**config.mk**
```make
export PLATFORM = sky130hd
export DESIGN_NAME = lifeca_nbr_count
export DESIGN_NICKNAME = d
export VERILOG_FILES = /design/src/lifeca_pkg.sv /design/src/lifeca_nbr_count.sv
export SDC_FILE = /design/constraint.sdc
export NUM_CORES = 1
export LEC_CHECK = 0
export BUFFER_PORTS_ARGS = -buffer_cell sky130_fd_sc_hd__buf_2
export CAP_MARGIN = 20
export CORE_MARGIN = 3
export CORE_UTILIZATION = 43
export DETAILED_ROUTE_END_ITERATION = 16
export GPL_ROUTABILITY_DRIVEN = 0
export GPL_TIMING_DRIVEN = 0
export HOLD_SLACK_MARGIN = 0.08
export PLACE_DENSITY_LB_ADDON = 0.25
export SETUP_SLACK_MARGIN = 0.5
export SLEW_MARGIN = 20
export SYNTH_ARGS = -nofsm -noshare
export SYNTH_HDL_FRONTEND = slang
export SYNTH_SLANG_ARGS = --single-unit
```
**constraint.sdc**
```tcl
create_clock -name clk -period 5.3 [get_ports clk]
set_clock_uncertainty 0.2 [all_clocks]
set_input_delay 0.265 -clock clk [delete_from_list [all_inputs] [get_ports clk]]
set_output_delay 0.265 -clock clk [all_outputs]
set_load 0.03 [all_outputs]
```
**src/lifeca_pkg.sv**
```systemverilog
// ----------------------------------------------------------------------------
// lifeca_pkg
// Types and constants shared by the cell update core and its datapath.
// ----------------------------------------------------------------------------
package lifeca_pkg;

  localparam int RULE_W = 18;

  // Grid store dimensions, fixed by the six-bit row and column fields.
  localparam int MAX_ROWS = 64;
  localparam int MAX_COLS = 64;

  // Request codes on the input word.
  localparam logic REQ_LOAD = 1'b0;
  localparam logic REQ_EVAL = 1'b1;

  // Configuration register indexes (byte address divided by four).
  localparam logic [1:0] REG_RULE = 2'd0;
  localparam logic [1:0] REG_ROWS = 2'd1;
  localparam logic [1:0] REG_COLS = 2'd2;

  localparam logic [RULE_W-1:0] RULE_RESET = 18'd6152;
  localparam logic [6:0]        SIZE_RESET = 7'd64;

  localparam logic [7:0] LIVE_RED   = 8'd255;
  localparam logic [7:0] DEAD_RED   = 8'd0;
  localparam logic [4:0] SURVIVE_OFS = 5'd9;

  // Per-cycle control for the neighbour counter.
  typedef struct packed {
    logic first;   // row above arrives: restart the count
    logic centre;  // addressed row arrives: skip and keep the centre cell
    logic last;    // row below arrives: finish and look up the rule
  } eval_ctrl_t;

endpackage

```
**src/lifeca_nbr_count.sv**
```systemverilog
// ----------------------------------------------------------------------------
// lifeca_nbr_count
// Accumulates live neighbours over three row words and applies the rule.
// ----------------------------------------------------------------------------
module lifeca_nbr_count #(
  parameter int COLS   = 64,
  parameter int COL_AW = 6
) (
  input  logic                        clk,
  input  logic                        rst_n,
  input  lifeca_pkg::eval_ctrl_t      ctrl,
  input  logic [COLS-1:0]             rd_data,
  input  logic [COL_AW-1:0]           col_prev,
  input  logic [COL_AW-1:0]           col_mid,
  input  logic [COL_AW-1:0]           col_next,
  input  logic [lifeca_pkg::RULE_W-1:0] rule_bits,
  output logic                        res_valid,
  output logic                        res_alive
);

  import lifeca_pkg::*;

  logic [3:0] count_r, count_nxt;
  logic       centre_r, centre_nxt;
  logic       valid_r, valid_nxt;
  logic       alive_r, alive_nxt;

  logic [1:0] side_sum;
  logic [1:0] row_sum;
  logic [3:0] base;
  logic [3:0] total;
  logic [4:0] rule_idx;

  always_comb begin
    side_sum = {1'b0, rd_data[col_prev]} + {1'b0, rd_data[col_next]};
    row_sum  = ctrl.centre ? side_sum : side_sum + {1'b0, rd_data[col_mid]};
    base     = ctrl.first ? 4'd0 : count_r;
    total    = base + {2'b00, row_sum};
    rule_idx = centre_r ? {1'b0, total} + SURVIVE_OFS : {1'b0, total};

    count_nxt  = count_r;
    centre_nxt = centre_r;
    valid_nxt  = 1'b0;
    alive_nxt  = alive_r;
    if (ctrl.first || ctrl.centre) begin
      count_nxt = total;
    end
    if (ctrl.centre) begin
      centre_nxt = rd_data[col_mid];
    end
    if (ctrl.last) begin
      valid_nxt = 1'b1;
      alive_nxt = rule_bits[rule_idx];
    end
  end

  always_ff @(posedge clk) begin
    if (!rst_n) begin
      valid_r <= 1'b0;
    end else begin
      valid_r <= valid_nxt;
    end
  end

  always_ff @(posedge clk) begin
    count_r  <= count_nxt;
    centre_r <= centre_nxt;
    alive_r  <= alive_nxt;
  end

  assign res_valid = valid_r;
  assign res_alive = alive_r;

endmodule

```
==> summary.txt <==
Floorplan
  – # rows: 25
  – Core area: ~4800 sq um
  – DIE AREA: around 6000 sq um
  – Boundary pin count: between 100 and 150
  – Die width: between 70 and 80 microns
  – Initial core utilization: 45.6%
  – Die Y: just under 80 microns

Layout
  – Layout Utilization: between 60% and 70%
  – Fillers: about 370
  – Fraction of layout instances using a drive strength above 1: 80.6%
  – Most frequent cells in the layout: buf_2 (100), mux4_2 (61), buf_4 (16)
  – Commonest non-fill, non-tap cell in the layout: buf_2
  – Antenna fix cells: 0
  – Nets: a little under 400
  – P&R area growth vs syn: 45.1%

Synth
  – Syn nets: around 260
  – Avg Cell Area, Syn: about 15 sq um
  – Top-area cell type share of the netlist area: roughly 58%
  – Most area-hungry cell type in the Yosys netlist: mux4_2
  – Synth Instances: between 100 and 150
  – Largest cells by area after synthesis: mux4_2 (58%), edfxtp_1 (8.1%), mux4_1 (7.1%), buf_6 (2.5%), ha_1 (2.3%)
  – Netlist cell types: 34
  – Seq cells post-synth: 7
  – Yosys warns: 0
  – Synthesized area: ~2200 sq um
  – Sequential fraction of the synthesis area: around 9%

Run
  – Max-cap violations: 0

Clocking
  – Clock slew at reported path FFs: around 40 ps
  – Clock Tree Buf Depth: 2
  – H-Tree Level Count: 1
  – Sink Count: 7
  – CTS buffer count: 3
  – CTS tree: done
  – Later-pin clock latency in the skew report: 220 ps
  – CTS Root Cell: clkbuf_8

Status
  – Run status: completed

Min path
  – Hold Crit Depth: 1
  – Worst hold path type: in2reg
  – HP Start: ctrl[1]
  – Endpoint, Worst Hold: centre_r

Global routing
  – Pin count of the biggest net entering global routing: 11
  – First-pass GRT wire length: roughly 10000 microns
  – Vias in the first global route: around 2200
  – Final global-route overflow total: 0
  – Initial antenna violation count: 0
  – Total GRT Usage: between 20 and 25%

Worst setup path
  – Most frequent CP cell: mux4_2
  – Worst setup EP type: flip-flop
  – Crit path launch: col_mid[0]
  – Crit-path cells: buf_12 -> buf_12 -> mux4_2 -> mux4_2 -> mux2_4 -> o21ai_4 -> fa_1 -> o21ai_2 -> ha_2 -> inv_2 -> fa_2 -> inv_2 -> ha_4 -> nand2_4 -> o21ai_4 -> mux4_2 -> nand2b_4 -> mux2i_2 -> a211oi_2 -> a22o_1
  – Worst r2r dst: res_alive
  – R2R depth: 13
  – CP max stage cell: fa_2
  – Req. time, crit path: roughly 5100 ps
  – R2R setup slack: ~2200 ps
  – Max FO, Critical Path: 7
  – Critical Path Max Stage Delay: 560 ps
  – R2R Path Start: count_r[0]
  – Crit Path Class: in2reg
  – Critical Path AT: between 4000 and 5000 ps
  – CP Launch Type: input pin

Power and ir drop
  – Net Switching: 0.286 mW
  – Comb pwr share: around four fifths
  – Cell Int Power: approximately 0.48 mW
  – Sw Ratio: a little under two fifths
  – Sequential power share: 12.3%
  – Clk pwr share: a little under a tenth
  – Lkg Pwr: about 1.4 nW
  – Power, Total: ~0.77 mW
  – VDD IR max: just under 0.2 mV
  – PD cells: 238 nW/um^2

Drt
  – Avg Vias per Cell: approximately 6.0
  – WL per Instance: between 15 and 20 microns
  – Post-DRT Antenna Nets: 0
  – Vias: roughly 2000
  – DRC viols: 0
  – DR pass1 iterations: 4
  – Total Wirelength: 6560 microns
  – 1st-iter DRT viols: between 70 and 80

Timing
  – Slew @ Worst Pin: ~460 ps
  – Fmax: 202 MHz
  – Final hold vios: 0
  – Min cycle time layout: ~5000 ps
  – Slew Viols, Final: 0
  – Post-route clock period utilization: between 90% and 100%
  – RSZ-0062 raised after global routing: yes
  – Max-slew headroom: 69.3%
  – Final setup vio count: 0

Placed design
  – Final HPWL DP: ~5000 microns
  – PortBufs: 100
worst max path at each step:
stage                end  slack, ps  depth (start not counted)
6_report       res_alive        340                         20
5_1_grt        res_alive        200                         20
4_1_cts        res_alive        370                         20
3_5_place_dp   res_alive       -210                         20
3_3_place_gp   res_alive       -140                         20
2_1_floorplan  res_alive        270                         20
Yosys cell counts:
library cell / count
fa_1: 2
mux2_2: 3
mux4_2: 57
a22o_1: 1
buf_6: 5
xnor2_1: 3
nand2_1: 6
or3_1: 1
mux4_1: 6
inv_2: 3
clkbuf_1: 3
buf_1: 3
mux2i_1: 5
nor2b_1: 2
o32a_1: 1
a21oi_1: 3
nand2b_1: 5
inv_1: 6
o21ai_0: 4
buf_8: 1
or2_2: 1
edfxtp_1: 6
nor3_1: 1
nor2_1: 2
nor4_1: 1
a211oi_1: 1
a31oi_1: 1
nand3_1: 3
o21ai_2: 3
o211ai_1: 1
ha_1: 4
xnor2_2: 1
and2_1: 2
dfxtp_1: 1
layout make-up:
cell class                 instances  area, sq um  share of cell area, %
buffer                            12          171                   5.34
clock buffer                       4         45.0                   1.40
inverter                           9         33.8                   1.05
multi-input combinational        120         1980                   61.8
sequential                         7          200                   6.24
tap                               67         83.8                   2.61
timing repair buffer             121          691                   21.5
metal layers:
layer	GRT usage (%)	part of all wire, %	up-vias	routed length, microns
met5	0	0	-	0
met4	4.45	1.3	0	83
met1	25.6	35	1039	2280
li1	-	-	912	-
met3	3.02	5.7	10	377
met2	43.0	58	90	3830
registers in the layout, summed over array words and instances (netlist names):
name       cells
res_alive      1
res_valid      1
centre_r       1
count_r        4
through the flow:
| step | hold WS [ps] | TNS, ps | instances | worst slack, ps | instance area, sq um |
|---|---|---|---|---|---|
| after global routing | 140 | 0 | 340 | 199 | 3210 |
| after global placement | 274 | -141 | 315 | -141 | 2860 |
| final | 143 | 0 | 340 | 342 | 3210 |
| after CTS | 119 | 0 | 337 | 375 | 3160 |
| after detailed placement | 276 | -207 | 315 | -207 | 2860 |
| after floorplan | 177 | 0 | 148 | 267 | 2270 |
what timing repair did:
item,CTS,global route
setup buffers,15,3
endpoints found under the setup margin,1,1
cloned,0,0
hold buffers,3,0
pin swaps,8,6
hold endpoints to repair,2,0
resized for setup,19,8
cells by family after synthesis:
group / count (synthesis) / share of synthesized area [%]
AOI/OAI and AO/OA: 15 / 4.58
xor gates and xnor gates: 4 / 1.92
adders and majority gates: 6 / 4.07
buffers and inverters: 21 / 5.77
DFF: 7 / 9.05
muxes: 71 / 68.9
and+or+nand+nor: 24 / 5.66
critical path: cells and delay by family:
family | cells | cell delay, ps
muxes | 5 | 1770
and+or+nand+nor | 2 | 200
AOI/OAI and AO/OA | 5 | 690
adders and majority gates | 4 | 1470
buffers and inverters | 4 | 320
power groups by stage:
stage | registers, mW | logic [mW] | clock network, mW
after floorplan | 0.102 | 0.329 | 0
after global placement | 0.0939 | 0.440 | 0
after detailed placement | 0.0938 | 0.445 | 0
after CTS | 0.0940 | 0.547 | 0.0747
after global routing | 0.0960 | 0.645 | 0.0805
final | 0.0941 | 0.598 | 0.0733
Note: power is estimated with default switching activity, not from simulation.
